[config.mk]
export PLATFORM = sky130hd
export DESIGN_NAME = c_keyword_counter
export DESIGN_NICKNAME = d
export VERILOG_FILES = /design/src/rtl/ckc_pkg.sv /design/src/rtl/ckc_scan.sv /design/src/rtl/ckc_fifo.sv /design/src/rtl/ckc_count.sv /design/src/rtl/c_keyword_counter.sv
export SDC_FILE = /design/constraint.sdc
export NUM_CORES = 1
export LEC_CHECK = 0
export BUFFER_PORTS_ARGS = -buffer_cell sky130_fd_sc_hd__buf_2
export CORE_MARGIN = 3
export CORE_UTILIZATION = 61
export DETAILED_ROUTE_END_ITERATION = 6
export GPL_TIMING_DRIVEN = 0
export PLACE_DENSITY = 0.73
export SYNTH_ARGS = -nofsm -noshare
export SYNTH_HDL_FRONTEND = slang
export SYNTH_SLANG_ARGS = --single-unit
[constraint.sdc]
create_clock -name clk -period 8.4 [get_ports clk]
set_clock_uncertainty 0.05 [all_clocks]
set_input_delay 1.68 -clock clk [delete_from_list [all_inputs] [get_ports clk]]
set_output_delay 1.68 -clock clk [all_outputs]
set_load 0.02 [all_outputs]
[src/rtl/ckc_pkg.sv]
// ============================================================================
// ckc_pkg: shared types and constants of the c keyword counter
// Character codes, the sorted keyword rom, the scanner and back-end state
// types and the command that travels from the scanner to the counter.
// ============================================================================
`default_nettype none

package ckc_pkg;

    // keyword rom geometry
    localparam int ROM_KEYS    = 11;
    localparam int IDX_W       = 4;
    localparam int KEY_BYTES   = 8;
    localparam int WORD_W      = 8 * KEY_BYTES;
    localparam int COUNT_OUT_W = 16;

    // defaults for the top-level parameters
    localparam int DEF_NUM_KEYS    = 11;
    localparam int DEF_MAX_WORD    = 100;
    localparam int DEF_COUNT_BITS  = 16;
    localparam int DEF_QUEUE_DEPTH = 4;

    // character codes
    localparam logic [7:0] CH_TAB        = 8'h09;
    localparam logic [7:0] CH_NEWLINE    = 8'h0a;
    localparam logic [7:0] CH_CR         = 8'h0d;
    localparam logic [7:0] CH_SPACE      = 8'h20;
    localparam logic [7:0] CH_QUOTE      = 8'h22;
    localparam logic [7:0] CH_HASH       = 8'h23;
    localparam logic [7:0] CH_STAR       = 8'h2a;
    localparam logic [7:0] CH_SLASH      = 8'h2f;
    localparam logic [7:0] CH_DIGIT_0    = 8'h30;
    localparam logic [7:0] CH_DIGIT_9    = 8'h39;
    localparam logic [7:0] CH_UPPER_A    = 8'h41;
    localparam logic [7:0] CH_UPPER_Z    = 8'h5a;
    localparam logic [7:0] CH_UNDERSCORE = 8'h5f;
    localparam logic [7:0] CH_LOWER_A    = 8'h61;
    localparam logic [7:0] CH_LOWER_Z    = 8'h7a;

    typedef enum logic [2:0] {
        MODE_NORMAL,
        MODE_WORD,
        MODE_STRING,
        MODE_LINE,
        MODE_SLASH,
        MODE_COMMENT,
        MODE_STAR
    } scan_mode_t;

    typedef enum logic [1:0] {
        BK_IDLE,
        BK_SEARCH,
        BK_REPORT
    } back_state_t;

    // word bytes are kept with the first character in the top byte, so
    // that a plain unsigned compare gives dictionary order
    typedef struct packed {
        logic              is_end;
        logic              has_word;
        logic [WORD_W-1:0] chars;
    } ckc_cmd_t;

    function automatic logic [WORD_W-1:0] key_rom(input logic [IDX_W-1:0] idx);
        logic [WORD_W-1:0] row;
        unique case (idx)
            4'd0:    row = 64'h6175746f00000000;  // auto
            4'd1:    row = 64'h627265616b000000;  // break
            4'd2:    row = 64'h6361736500000000;  // case
            4'd3:    row = 64'h6368617200000000;  // char
            4'd4:    row = 64'h636f6e7374000000;  // const
            4'd5:    row = 64'h636f6e74696e7565;  // continue
            4'd6:    row = 64'h64656661756c7400;  // default
            4'd7:    row = 64'h756e7369676e6564;  // unsigned
            4'd8:    row = 64'h766f696400000000;  // void
            4'd9:    row = 64'h766f6c6174696c65;  // volatile
            4'd10:   row = 64'h7768696c65000000;  // while
            default: row = '0;
        endcase
        return row;
    endfunction

endpackage

`default_nettype wire

[src/rtl/ckc_scan.sv]
// ============================================================================
// ckc_scan: text scanner of the c keyword counter
// Tracks strings, line directives and comments, collects words and issues a
// lookup command for each qualifying word and an end command for end of text.
// ============================================================================
`default_nettype none

module ckc_scan #(
    parameter int MAX_WORD = ckc_pkg::DEF_MAX_WORD
) (
    input  wire logic             clk,
    input  wire logic             rst_n,
    input  wire logic             accept,
    input  wire logic [7:0]       char_code,
    input  wire logic             end_of_text,
    output logic                  push,
    output ckc_pkg::ckc_cmd_t     cmd
);
    import ckc_pkg::*;

    localparam int LEN_W = $clog2(MAX_WORD);
    localparam logic LONG_AT_START = (MAX_WORD <= 2);

    scan_mode_t        mode_reg, mode_next, start_mode;
    logic [WORD_W-1:0] chars_reg, chars_next;
    logic [LEN_W-1:0]  len_reg, len_next;
    logic [LEN_W:0]    len_inc;
    logic              too_long_reg, too_long_next;
    logic              letter_reg, letter_next;

    logic is_letter, is_digit, is_space, word_cont, word_end, qualify;
    logic ts_apply, start_word, append;

    always_comb
    begin
        is_letter = ((char_code >= CH_LOWER_A) && (char_code <= CH_LOWER_Z)) ||
                    ((char_code >= CH_UPPER_A) && (char_code <= CH_UPPER_Z));
        is_digit  = (char_code >= CH_DIGIT_0) && (char_code <= CH_DIGIT_9);
        is_space  = (char_code == CH_SPACE) ||
                    ((char_code >= CH_TAB) && (char_code <= CH_CR));
        priority if (is_space)
            start_mode = MODE_NORMAL;
        else if (char_code == CH_QUOTE)
            start_mode = MODE_STRING;
        else if (char_code == CH_HASH)
            start_mode = MODE_LINE;
        else if (char_code == CH_SLASH)
            start_mode = MODE_SLASH;
        else if (is_letter || (char_code == CH_UNDERSCORE))
            start_mode = MODE_WORD;
        else
            start_mode = MODE_NORMAL;
    end

    assign word_cont = (is_letter || is_digit) && !too_long_reg;
    assign word_end  = accept && (mode_reg == MODE_WORD) && (end_of_text || !word_cont);
    assign qualify   = letter_reg && (32'(len_reg) <= 32'(KEY_BYTES));
    assign len_inc   = {1'b0, len_reg} + {{LEN_W{1'b0}}, 1'b1};

    // next scanner mode
    always_comb
    begin
        mode_next = mode_reg;
        if (accept)
        begin
            if (end_of_text)
            begin
                mode_next = MODE_NORMAL;
            end
            else
            begin
                unique case (mode_reg)
                    MODE_NORMAL:  mode_next = start_mode;
                    MODE_WORD:    mode_next = word_cont ? MODE_WORD : start_mode;
                    MODE_STRING:  mode_next = (char_code == CH_QUOTE) ? MODE_NORMAL
                                                                      : MODE_STRING;
                    MODE_LINE:    mode_next = (char_code == CH_NEWLINE) ? MODE_NORMAL
                                                                        : MODE_LINE;
                    MODE_SLASH:   mode_next = (char_code == CH_STAR) ? MODE_COMMENT
                                                                     : start_mode;
                    MODE_COMMENT: mode_next = (char_code == CH_STAR) ? MODE_STAR
                                                                     : MODE_COMMENT;
                    MODE_STAR:
                    begin
                        priority if (char_code == CH_SLASH)
                            mode_next = MODE_NORMAL;
                        else if (char_code == CH_STAR)
                            mode_next = MODE_STAR;
                        else
                            mode_next = MODE_COMMENT;
                    end
                    default:      mode_next = MODE_NORMAL;
                endcase
            end
        end
    end

    // word buffer and command output
    always_comb
    begin
        ts_apply   = (mode_reg == MODE_NORMAL) ||
                     ((mode_reg == MODE_SLASH) && (char_code != CH_STAR)) || word_end;
        start_word = accept && !end_of_text && ts_apply && (start_mode == MODE_WORD);
        append     = accept && !end_of_text && (mode_reg == MODE_WORD) && word_cont;

        chars_next    = chars_reg;
        len_next      = len_reg;
        too_long_next = too_long_reg;
        letter_next   = letter_reg;

        if (start_word)
        begin
            chars_next    = {char_code, {(WORD_W-8){1'b0}}};
            len_next      = LEN_W'(1);
            too_long_next = LONG_AT_START;
            letter_next   = is_letter;
        end
        else if (append)
        begin
            for (int i = 0; i < KEY_BYTES; i++)
            begin
                if (32'(len_reg) == i)
                    chars_next[WORD_W-1-8*i -: 8] = char_code;
            end
            len_next      = len_inc[LEN_W-1:0];
            too_long_next = (len_inc >= (LEN_W+1)'(MAX_WORD-1));
        end
        else if (word_end || (accept && end_of_text))
        begin
            chars_next    = '0;
            len_next      = '0;
            too_long_next = 1'b0;
            letter_next   = 1'b0;
        end

        push         = accept && (end_of_text || (word_end && qualify));
        cmd.is_end   = end_of_text;
        cmd.has_word = word_end && qualify;
        cmd.chars    = chars_reg;
    end

    always_ff @(posedge clk or negedge rst_n)
    begin
        if (!rst_n)
        begin
            mode_reg     <= MODE_NORMAL;
            chars_reg    <= '0;
            len_reg      <= '0;
            too_long_reg <= 1'b0;
            letter_reg   <= 1'b0;
        end
        else
        begin
            mode_reg     <= mode_next;
            chars_reg    <= chars_next;
            len_reg      <= len_next;
            too_long_reg <= too_long_next;
            letter_reg   <= letter_next;
        end
    end

endmodule

`default_nettype wire

[src/rtl/ckc_fifo.sv]
// ============================================================================
// ckc_fifo: command queue of the c keyword counter
// Small first-in first-out queue between the scanner and the counter.
// ============================================================================
`default_nettype none

module ckc_fifo #(
    parameter int DEPTH = ckc_pkg::DEF_QUEUE_DEPTH
) (
    input  wire logic              clk,
    input  wire logic              rst_n,
    input  wire logic              push,
    input  wire ckc_pkg::ckc_cmd_t push_cmd,
    input  wire logic              pop,
    output logic                   full,
    output logic                   empty,
    output ckc_pkg::ckc_cmd_t      head_cmd
);
    import ckc_pkg::*;

    localparam int PTR_W = (DEPTH > 1) ? $clog2(DEPTH) : 1;
    localparam int CNT_W = $clog2(DEPTH + 1);

    ckc_cmd_t          mem_reg [DEPTH];
    logic [PTR_W-1:0]  wr_ptr_reg, wr_ptr_next;
    logic [PTR_W-1:0]  rd_ptr_reg, rd_ptr_next;
    logic [CNT_W-1:0]  count_reg, count_next;
    logic              do_push, do_pop;

    assign full     = (count_reg == CNT_W'(DEPTH));
    assign empty    = (count_reg == '0);
    assign do_push  = push && !full;
    assign do_pop   = pop && !empty;
    assign head_cmd = mem_reg[rd_ptr_reg];

    always_comb
    begin
        wr_ptr_next = wr_ptr_reg;
        rd_ptr_next = rd_ptr_reg;
        count_next  = count_reg;
        if (do_push)
            wr_ptr_next = (wr_ptr_reg == PTR_W'(DEPTH-1)) ? '0 : wr_ptr_reg + 1'b1;
        if (do_pop)
            rd_ptr_next = (rd_ptr_reg == PTR_W'(DEPTH-1)) ? '0 : rd_ptr_reg + 1'b1;
        if (do_push && !do_pop)
            count_next = count_reg + 1'b1;
        else if (do_pop && !do_push)
            count_next = count_reg - 1'b1;
    end

    always_ff @(posedge clk)
    begin
        if (do_push)
            mem_reg[wr_ptr_reg] <= push_cmd;
    end

    always_ff @(posedge clk or negedge rst_n)
    begin
        if (!rst_n)
        begin
            wr_ptr_reg <= '0;
            rd_ptr_reg <= '0;
            count_reg  <= '0;
        end
        else
        begin
            wr_ptr_reg <= wr_ptr_next;
            rd_ptr_reg <= rd_ptr_next;
            count_reg  <= count_next;
        end
    end

endmodule

`default_nettype wire

[src/rtl/ckc_count.sv]
// ============================================================================
// ckc_count: lookup and report engine of the c keyword counter
// Binary search of the keyword rom, saturating counters and the
// end-of-text report through an output register.
// ============================================================================
`default_nettype none

module ckc_count #(
    parameter int NUM_KEYS   = ckc_pkg::DEF_NUM_KEYS,
    parameter int COUNT_BITS = ckc_pkg::DEF_COUNT_BITS
) (
    input  wire logic                          clk,
    input  wire logic                          rst_n,
    input  wire logic                          cmd_valid,
    input  wire ckc_pkg::ckc_cmd_t             cmd,
    output logic                               pop,
    input  wire logic                          out_ready,
    output logic                               out_valid,
    output logic [ckc_pkg::IDX_W-1:0]          out_index,
    output logic [ckc_pkg::COUNT_OUT_W-1:0]    out_count,
    output logic                               out_last
);
    import ckc_pkg::*;

    localparam int ACTIVE_KEYS = (NUM_KEYS < ROM_KEYS) ? NUM_KEYS : ROM_KEYS;
    localparam int CI_W        = (ACTIVE_KEYS > 1) ? $clog2(ACTIVE_KEYS) : 1;

    back_state_t       state_reg, state_next;
    logic [WORD_W-1:0] key_reg, key_next;
    logic              end_reg, end_next;
    logic [IDX_W-1:0]  low_reg, low_next;
    logic [IDX_W-1:0]  high_reg, high_next;
    logic [IDX_W-1:0]  idx_reg, idx_next;
    logic [COUNT_BITS-1:0] counts_reg [ACTIVE_KEYS];
    logic [COUNT_BITS-1:0] counts_next [ACTIVE_KEYS];

    logic                   out_valid_reg, out_valid_next;
    logic [IDX_W-1:0]       out_index_reg, out_index_next;
    logic [COUNT_OUT_W-1:0] out_count_reg, out_count_next;
    logic                   out_last_reg, out_last_next;

    logic [IDX_W:0]          mid_sum;
    logic [IDX_W-1:0]        mid, rd_idx;
    logic [WORD_W-1:0]       rom_row;
    logic                    miss, hit, less;
    logic [COUNT_BITS-1:0]   rd_count;
    logic [31:0]             cnt_wide;
    logic [COUNT_OUT_W-1:0]  cnt_sat;
    logic [ACTIVE_KEYS-1:0]  nz_mask, rest;
    logic                    none, here, more, out_free;

    assign mid_sum  = {1'b0, low_reg} + {1'b0, high_reg} - {{IDX_W{1'b0}}, 1'b1};
    assign mid      = mid_sum[IDX_W:1];
    assign rom_row  = key_rom(mid);
    assign miss     = (low_reg >= high_reg);
    assign hit      = !miss && (key_reg == rom_row);
    assign less     = key_reg < rom_row;
    assign rd_idx   = (state_reg == BK_REPORT) ? idx_reg : mid;
    assign rd_count = counts_reg[rd_idx[CI_W-1:0]];
    assign cnt_wide = 32'(rd_count);
    assign cnt_sat  = (cnt_wide > 32'h0000ffff) ? {COUNT_OUT_W{1'b1}}
                                                : cnt_wide[COUNT_OUT_W-1:0];
    assign out_free = !out_valid_reg || out_ready;

    always_comb
    begin
        for (int i = 0; i < ACTIVE_KEYS; i++)
            nz_mask[i] = (counts_reg[i] != '0);
        rest = nz_mask >> idx_reg;
        none = (nz_mask == '0);
        here = rest[0];
        more = |(rest >> 1);
    end

    // next state
    always_comb
    begin
        state_next = state_reg;
        unique case (state_reg)
            BK_IDLE:
            begin
                if (cmd_valid)
                begin
                    priority if (cmd.has_word)
                        state_next = BK_SEARCH;
                    else if (cmd.is_end)
                        state_next = BK_REPORT;
                    else
                        state_next = BK_IDLE;
                end
            end
            BK_SEARCH:
            begin
                if (miss || hit)
                    state_next = end_reg ? BK_REPORT : BK_IDLE;
            end
            BK_REPORT:
            begin
                if (out_free && (none || (here && !more)))
                    state_next = BK_IDLE;
            end
            default: state_next = BK_IDLE;
        endcase
    end

    // datapath and outputs
    always_comb
    begin
        pop            = 1'b0;
        key_next       = key_reg;
        end_next       = end_reg;
        low_next       = low_reg;
        high_next      = high_reg;
        idx_next       = idx_reg;
        counts_next    = counts_reg;
        out_valid_next = out_valid_reg && !out_ready;
        out_index_next = out_index_reg;
        out_count_next = out_count_reg;
        out_last_next  = out_last_reg;

        unique case (state_reg)
            BK_IDLE:
            begin
                pop = cmd_valid;
                if (cmd_valid)
                begin
                    key_next  = cmd.chars;
                    end_next  = cmd.is_end;
                    low_next  = '0;
                    high_next = IDX_W'(ACTIVE_KEYS);
                    idx_next  = '0;
                end
            end
            BK_SEARCH:
            begin
                if (hit)
                begin
                    if (rd_count != {COUNT_BITS{1'b1}})
                        counts_next[mid[CI_W-1:0]] = rd_count + 1'b1;
                    low_next = high_reg;
                end
                else if (!miss)
                begin
                    if (less)
                        high_next = mid;
                    else
                        low_next = mid + 1'b1;
                end
            end
            BK_REPORT:
            begin
                if (none)
                begin
                    if (out_free)
                    begin
                        out_valid_next = 1'b1;
                        out_index_next = '0;
                        out_count_next = '0;
                        out_last_next  = 1'b1;
                        for (int i = 0; i < ACTIVE_KEYS; i++)
                            counts_next[i] = '0;
                    end
                end
                else if (here)
                begin
                    if (out_free)
                    begin
                        out_valid_next = 1'b1;
                        out_index_next = idx_reg;
                        out_count_next = cnt_sat;
                        out_last_next  = !more;
                        idx_next       = idx_reg + 1'b1;
                        if (!more)
                        begin
                            for (int i = 0; i < ACTIVE_KEYS; i++)
                                counts_next[i] = '0;
                        end
                    end
                end
                else
                begin
                    idx_next = idx_reg + 1'b1;
                end
            end
            default: pop = 1'b0;
        endcase
    end

    always_ff @(posedge clk)
    begin
        key_reg       <= key_next;
        end_reg       <= end_next;
        low_reg       <= low_next;
        high_reg      <= high_next;
        idx_reg       <= idx_next;
        out_index_reg <= out_index_next;
        out_count_reg <= out_count_next;
        out_last_reg  <= out_last_next;
    end

    always_ff @(posedge clk or negedge rst_n)
    begin
        if (!rst_n)
        begin
            state_reg     <= BK_IDLE;
            out_valid_reg <= 1'b0;
            for (int i = 0; i < ACTIVE_KEYS; i++)
                counts_reg[i] <= '0;
        end
        else
        begin
            state_reg     <= state_next;
            out_valid_reg <= out_valid_next;
            counts_reg    <= counts_next;
        end
    end

    assign out_valid = out_valid_reg;
    assign out_index = out_index_reg;
    assign out_count = out_count_reg;
    assign out_last  = out_last_reg;

endmodule

`default_nettype wire

[src/rtl/c_keyword_counter.sv]
// ============================================================================
// c_keyword_counter: keyword frequency counter for c source text
// Counts eleven fixed c keywords in a byte stream and reports the counts on
// end of text.
// ============================================================================
// The block takes one text byte per transfer on the slave side; tlast set
// marks end of text (its data byte is ignored), which closes any open word
// and starts the count report. The scanner takes a byte in every cycle as
// long as its four-entry command queue has room. Each finished word that
// starts with a letter and is at most eight characters long becomes a queue
// entry; the counter pops it while idle and binary searches the sorted
// keyword rom with one 64-bit compare per cycle, at most four compares plus
// a last check that sees an empty range on a miss, while plain bytes cost
// nothing in the back end. Sustained text therefore runs at one byte per
// cycle until short words arrive faster than the back end can search them.
// The report sends one transfer per nonzero keyword, in rom order, at most
// one per cycle, and each zero counter skipped takes a step of its own;
// with no keyword seen it sends a single entry of index zero and count zero.
// tlast marks the final entry, after which the counters are zero again.
// Reset clears the counters at once; no clearing pass is needed.
`default_nettype none

module c_keyword_counter #(
    parameter int NUM_KEYS    = ckc_pkg::DEF_NUM_KEYS,
    parameter int MAX_WORD    = ckc_pkg::DEF_MAX_WORD,
    parameter int COUNT_BITS  = ckc_pkg::DEF_COUNT_BITS,
    parameter int QUEUE_DEPTH = ckc_pkg::DEF_QUEUE_DEPTH
) (
    input  wire logic        clk,
    input  wire logic        rst_n,
    // text input
    input  wire logic        s_tvalid,
    output logic             s_tready,
    input  wire logic [7:0]  s_tdata,   // [7:0] char_code
    input  wire logic        s_tlast,   // end_of_text
    // report output
    output logic             m_tvalid,
    input  wire logic        m_tready,
    output logic [23:0]      m_tdata,   // [3:0] key_index, [19:4] key_count, rest zero
    output logic             m_tlast    // report_last
);
    import ckc_pkg::*;

    logic                   accept;
    logic                   push, full, empty, pop;
    ckc_cmd_t               push_cmd, head_cmd;
    logic [IDX_W-1:0]       key_index;
    logic [COUNT_OUT_W-1:0] key_count;

    // the scanner only moves when a transfer is taken
    assign s_tready = !full;
    assign accept   = s_tvalid && s_tready;

    ckc_scan #(
        .MAX_WORD (MAX_WORD)
    ) u_scan (
        .clk         (clk),
        .rst_n       (rst_n),
        .accept      (accept),
        .char_code   (s_tdata),
        .end_of_text (s_tlast),
        .push        (push),
        .cmd         (push_cmd)
    );

    // commands: finished words and end of text, in text order
    ckc_fifo #(
        .DEPTH (QUEUE_DEPTH)
    ) u_fifo (
        .clk      (clk),
        .rst_n    (rst_n),
        .push     (push),
        .push_cmd (push_cmd),
        .pop      (pop),
        .full     (full),
        .empty    (empty),
        .head_cmd (head_cmd)
    );

    ckc_count #(
        .NUM_KEYS   (NUM_KEYS),
        .COUNT_BITS (COUNT_BITS)
    ) u_count (
        .clk       (clk),
        .rst_n     (rst_n),
        .cmd_valid (!empty),
        .cmd       (head_cmd),
        .pop       (pop),
        .out_ready (m_tready),
        .out_valid (m_tvalid),
        .out_index (key_index),
        .out_count (key_count),
        .out_last  (m_tlast)
    );

    assign m_tdata = {4'b0000, key_count, key_index};

endmodule

`default_nettype wire

# Word-level counts from Yosys, hierarchy flattened

Memories as Yosys holds them, arrays and structs flattened.
Index checks and enable logic that the tools add are counted.
Widths: inputs -> output; s select.

Add/subtract/negate cells: 10
Multipliers: 0
Divide/modulo/power cells: 0
$lt $le $gt $ge: 16
Eq/ne operators: 55
Shift-type cells: 1
Multiplexer cells: 92
Bitwise logic cells: 3
Reductions and logical operators: 90

Operators by type and width:

| operator           | count |
|---|---|
| $mux 176           | 7 |
| $pmux 176 s2       | 1 |
| $mux 64            | 3 |
| $bwmux 176         | 1 |
| $reduce_bool 16->1 | 11 |
| $mux 16            | 8 |
| $bmux 16 s4        | 1 |
| $demux 16 s4       | 1 |
| $eq 64x64->1       | 1 |
| $lt 64x64->1       | 1 |
| $mux 4             | 16 |
| $mux 8             | 8 |
| $eq 8x6->1 const B | 5 |
| $mux 3             | 10 |
| $ne 3x2->1 const B | 10 |
| $eq 7x3->1 const B | 4 |
| $logic_and 1x1->1  | 27 |
| $ge 8x7->1 const B | 3 |
| $pmux 4 s2         | 3 |
| $mux 2             | 11 |
| $mux 7             | 3 |
| $pmux 3 s7         | 1 |
| $reduce_and 2->1   | 10 |
| $mux 1             | 17 |
| other kinds (50)   | 104 |

Register bits: 360
Bits in latches: 0
RAM bits: 264
ROM bits: 800
Input port bits: 13
Output and inout bits: 27
Word-level logic and storage cells: 305
Memories kept: 2

Memories:

| memory           | depth | bits a word | rd ports | clocked after memory_dff | wr ports | RTL line       | source |
|---|---|---|---|---|---|---|---|
| (name not given) | 16    | 50          | 1        | 0                        | 0        | ckc_pkg.sv:66  | `unique case (idx)` |
| u_fifo.mem_reg   | 4     | 66          | 1        | 0                        | 1        | ckc_fifo.sv:24 | `ckc_cmd_t mem_reg [DEPTH];` |

# Depth between registers and ports, before layout

Word-level depth: 16
Gate-level depth with buffers: 25
Gate-level depth less buffers: 22

# Modules after synthesis

A second synthesis with hierarchy kept.

Cells, all modules: 2120
Area, all modules: 28850.2 um^2

By module, submodules not included:

| module            | instances | cells an instance | area an instance (um^2) |
|---|---|---|---|
| ckc_count         | 1         | 1403              | 15248.4 |
| ckc_fifo          | 1         | 382               | 9985.8 |
| ckc_scan          | 1         | 327               | 3568.4 |
| c_keyword_counter | 1         | 8                 | 47.5 |

# Worst setup path before layout

Ideal clock, no wire load.

Path kind: flip-flop to flip-flop
From: reg u_count.high_reg[1]
To: reg u_count.counts_reg[18] in the netlist's numbering
Setup time: 0.126 ns
Arrival time: 5.864 ns
Data required time: 8.224 ns
Path slack: 2.360 ns
Cell stages (with the launch flop): 25
Path buffers: 3
Period minus slack after synthesis: 6.040 ns
Cell sequence: edfxtp_1 > inv_1 > ha_1 > nor2_1 > inv_1 > fa_1 > clkbuf_1 > inv_1 > ha_1 > inv_1 > ha_1 > and2_1 > a21oi_1 > ha_1 > nand4b_1 > or4b_1 > nor3_1 > nand3_1 > or2_1 > nand2b_1 > a2111o_1 > a31o_2 > buf_6 > buf_2 > a221o_1

Word-level cells in the longest chain between the ends: 12
Elaborated cells between the ends (all ways): 27
Classes of those cells: 3 x add/sub; 3 x order compare; 4 x eq/ne; 10 x mux; 2 x bitwise; 4 x reduce/logical; 1 x memory

Ends and longest elaborated chain:

| what                                        | RTL line         | source |
|---|---|---|
| start, declared                             | ckc_count.sv:32  | `logic [IDX_W-1:0] high_reg, high_next;` |
| start signal, assigned                      | ckc_count.sv:194 | `high_reg <= high_next;` |
| $add 4x4->5 *                               | ckc_count.sv:52  | `assign mid_sum = {1'b0, low_reg} + {1'b0, high_reg} - {{IDX_W{1'b0}}, 1'b1};` |
| $sub 5x1->5 *                               | ckc_count.sv:52  |  |
| named net u_count.mid_sum[2]                | ckc_count.sv:42  | `logic [IDX_W:0] mid_sum;` |
| $mux 4                                      | ckc_count.sv:58  | `assign rd_idx = (state_reg == BK_REPORT) ? idx_reg : mid;` |
| $not 4->5 (implied by the code)             | ckc_count.sv:59  | `assign rd_count = counts_reg[rd_idx[CI_W-1:0]];` |
| $bmux 16 s4                                 | ckc_count.sv:59  |  |
| $mux 16 (implied by the code) (2 in series) | ckc_count.sv:59  |  |
| $add 16x1->16                               | ckc_count.sv:139 | `counts_next[mid[CI_W-1:0]] = rd_count + 1'b1;` |
| $bwmux 176                                  | ckc_count.sv:139 |  |
| $mux 176                                    | ckc_count.sv:138 | `if (rd_count != {COUNT_BITS{1'b1}})` |
| $mux 176                                    | ckc_count.sv:136 | `if (hit)` |
| $pmux 176 s2                                | ckc_count.sv:121 | `unique case (state_reg)` |
| end signal, assigned                        | ckc_count.sv:214 | `counts_reg <= counts_next;` |
| end, declared                               | ckc_count.sv:34  | `logic [COUNT_BITS-1:0] counts_reg [ACTIVE_KEYS];` |

The timed path passes the listed nets; every way through them passes the cells marked *. The select of a mux whose other input is x is not followed.
A chain may end at the register's enable or synchronous reset.

# Worst setup path in the final report

From: reg u_count.high_reg[1]
To: reg u_count.counts_reg[67] in the netlist's numbering

Word-level cells in the longest chain between the ends: 12
Elaborated cells between the ends (all ways): 27
Classes of those cells: 3 x add/sub; 3 x order compare; 4 x eq/ne; 10 x mux; 2 x bitwise; 4 x reduce/logical; 1 x memory

Ends and longest elaborated chain:

| what                                        | RTL line |
|---|---|
| $add 4x4->5                                 | ckc_count.sv:52 |
| $sub 5x1->5                                 | ckc_count.sv:52 |
| $mux 4                                      | ckc_count.sv:58 |
| $not 4->5 (implied by the code)             | ckc_count.sv:59 |
| $bmux 16 s4                                 | ckc_count.sv:59 |
| $mux 16 (implied by the code) (2 in series) | ckc_count.sv:59 |
| $add 16x1->16                               | ckc_count.sv:139 |
| $bwmux 176                                  | ckc_count.sv:139 |
| $mux 176                                    | ckc_count.sv:138 |
| $mux 176                                    | ckc_count.sv:136 |
| $pmux 176 s2                                | ckc_count.sv:121 |

Several ways; a longest one is shown, not always the timed one. The select of a mux whose other input is x is not followed.

==> reports/qor.yml <==
drtAntennaViolNets: 0
yosysMostFrequentCell: "edfxtp_1"
wl_um: 86600
post-place-ws_ns: -0.260
drc: 0
hold_depth: 1
avgRoutedWirePerCell_um: 30.0
nets: 2333
final_layout_size_suffix_gt1_share_pct: 14.9
antenna_found_initial: 1
period_share_pct: 96.0
numCtsBuffers: 66
syn_area_per_cell_um2: 13.6
num_rows: 78
clkSinkCount: 624
grt_usage_pct: 35.1
slew_headroom_pct: 11.0
synth.largest_area_cell: "edfxtp_1"
synth_cell_types: 82
top_layer: "met5"
r2r_slack_ns: 0.34
synthTopCellsByCount: "edfxtp_1, dfrtp_1, nand2_1"
async_flop_share_pct: 42.0
fin_ws_ns: 0.340
synth-seq-area-share_pct: 60.5
r2r-start: "u_count.high_reg[1]$_SDFFCE_PN1P_"
drv_slew: 0
clkTransAtPathRegs_ns: 0.06
port_buffers: 34
status: "complete, no violations"
dr.pass1.iters: 6
final.setup.tns_ns: 0
largest_reg_flops: 264
via_per_inst: 6.90
fin_crit_ns: 8.06
routed-wl-met2_um: 42100
wl_met1_um: 31700
worstRegToRegCells: 23
cts_resized: 2
hpwl_um: 59800
wl_met3_um: 6240
synth_edf_count: 362
cts_max_level: 3
startpoint_type: "flop"
dieArea_mm2: 0.0498
hold_end: "u_fifo.count_reg[2]$_DFFE_PN0P_"
worstMarginPinSlew_ns: 1.33
rsz0062_at_grt: "no"
fp.dieH_um: 223
first_global_vias: 20100
cp_common_cell: "ha_1"
path_class: "reg2reg"
first_iter_violations: 2211
cp_slowest_stage_delay_ns: 0.71
worstPathMaxFanout: 10
finalHoldViolCount: 0
grt_max_degree: 120
hp-class: "reg2reg"
clock_latency_ns: 0.63
die_w_um: 223
ys_ff_latch: 624
setup_viol: 0
hp-start: "u_fifo.count_reg[2]$_DFFE_PN0P_"
fmaxAchievable_ghz: 0.124
overflow: 0
crit_required_ns: 8.85
grt_pass1_wl_um: 130000
syn_to_final_growth_pct: 11.4
cts_tree: "yes"
netlist_top_cells_area: "edfxtp_1, dfrtp_1, mux4_2"
ys_warn_count: 0
synth-main-ff-cell: "edfxtp_1"
pin_count: 40
slowest_stage: "fa_1"
synth_top_area_share_pct: 37.8
num_vias: 19900
core-area_mm2: 0.0460
r2r-end: "u_count.counts_reg[67]$_DFFE_PN0P_"
endpoint_kind: "flop"
netlist_area_mm2: 0.0288
gp_congestion: 0.986
ctsHoldBuffers: 0
cp_cell_sequence: "inv_1 > ha_1 > nor2_1 > inv_1 > fa_1 > ha_1 > clkbuf_1 > and3_1 > clkbuf_2 > a21oi_1 > ha_1 > nand4_1 > or4_1 > nor3_2 > nand4_1 > or2_1 > nand2b_1 > a2111o_1 > a31oi_4 > buf_2 > buf_2 > nand3_1 > o311ai_1"
postCtsSetupBuffers: 0
root_buffer: "clkbuf_16"
synthCells: 2124
cts_buffer_depth: 3
cp.arrival_ns: 8.51
start_util_pct: 62.6
maxCapViolations: 0
## worst max-delay path, delay by kind of cell (launching register included)
kind                     cells  cell delay [ns]
AO/OA/AOI/OAI                4             1.32
adder cells (fa/ha/maj)      4             1.67
buffers and inverters        6             1.66
flip-flops                   1             0.36
AND/OR/NAND/NOR              9             2.84
## cell type report
type / count / area (um2)
sequential: 624 / 17400
timing repair buffer: 42 / 380
antenna: 1 / 2.50
multi-input combinational: 1321 / 10600
fill: 3054 / 13900
inverter: 67 / 251
buffer: 113 / 503
clock inverter: 15 / 220
clock buffer: 102 / 1910
tap: 600 / 751
## worst max path at each step
stage / depth (start not counted) / slack, ns / start / endpoint
floorplan: 24 / 2.36 / u_count.high_reg[1]$_SDFFCE_PN1P_ / u_count.counts_reg[18]$_DFFE_PN0P_
global placement: 23 / -0.21 / u_count.high_reg[1]$_SDFFCE_PN1P_ / u_count.counts_reg[84]$_DFFE_PN0P_
detailed placement: 23 / -0.26 / u_count.high_reg[1]$_SDFFCE_PN1P_ / u_count.counts_reg[84]$_DFFE_PN0P_
CTS: 24 / 0.20 / u_count.high_reg[1]$_SDFFCE_PN1P_ / u_count.counts_reg[67]$_DFFE_PN0P_
global route: 23 / 0.08 / u_count.high_reg[1]$_SDFFCE_PN1P_ / u_count.counts_reg[67]$_DFFE_PN0P_
finish: 23 / 0.34 / u_count.high_reg[1]$_SDFFCE_PN1P_ / u_count.counts_reg[67]$_DFFE_PN0P_
## stage by stage
step | util (%) | cells | hold WS, ns | instance area, um2
2_1_floorplan | - | 2127 | 0.402 | 28800
3_3_place_gp | 64.7 | 2761 | 0.428 | 29700
3_5_place_dp | 65.2 | 2769 | 0.432 | 29900
4_1_cts | 69.8 | 2885 | 0.443 | 32100
5_1_grt | 69.8 | 2884 | 0.472 | 32100
6_report | 69.8 | 2885 | 0.450 | 32100
## kinds of logic (layout without fill, tap and decap cells)
kind of cell | after synthesis | after routing | synth area share, %
compound gates | 469 | 469 | 11.6
xor+xnor | 30 | 30 | 1.00
fa+ha+maj | 85 | 85 | 3.75
buf+inv | 182 | 339 | 2.63
flops | 624 | 624 | 60.5
mux | 162 | 162 | 9.79
other cells | 1 | 5 | 0.0130
simple gates | 571 | 571 | 10.6
## cells in the final DEF, fill, tap and decap left out, types with 15 or more instances in the layout
| master | n |
|---|---|
| a211oi_1 | 20 |
| clkbuf_16 | 66 |
| buf_2 | 54 |
| o211ai_1 | 17 |
| nor4_1 | 52 |
| mux2_2 | 57 |
| and2_1 | 23 |
| nor3_1 | 19 |
| edfxtp_1 | 362 |
| mux2i_1 | 15 |
| o21ai_0 | 81 |
| mux4_2 | 90 |
| nand3b_1 | 30 |
| a22o_1 | 83 |
| nand3_1 | 39 |
| dfrtp_1 | 262 |
| nor3b_1 | 48 |
| a31oi_1 | 18 |
| clkbuf_1 | 84 |
| nor2_1 | 85 |
| o311ai_0 | 21 |
| buf_1 | 19 |
| a21oi_1 | 86 |
| nand2b_1 | 18 |
| nand2_1 | 153 |
| ha_1 | 83 |
| and3_1 | 28 |
| inv_1 | 64 |
| a21o_1 | 27 |
| o2bb2ai_1 | 18 |
| nand4_1 | 28 |
## routing by layer
metal | track usage [%] | vias to the layer above
li1 | - | 8486
met2 | 57.4 | 1095
met5 | 0 | -
met3 | 5.97 | 298
met1 | 44.1 | 10000
met4 | 21.8 | 2
Power is left out: the tool's default activity adds up to more than one toggle a clock period on the data nets, which glitch-free logic cannot reach.
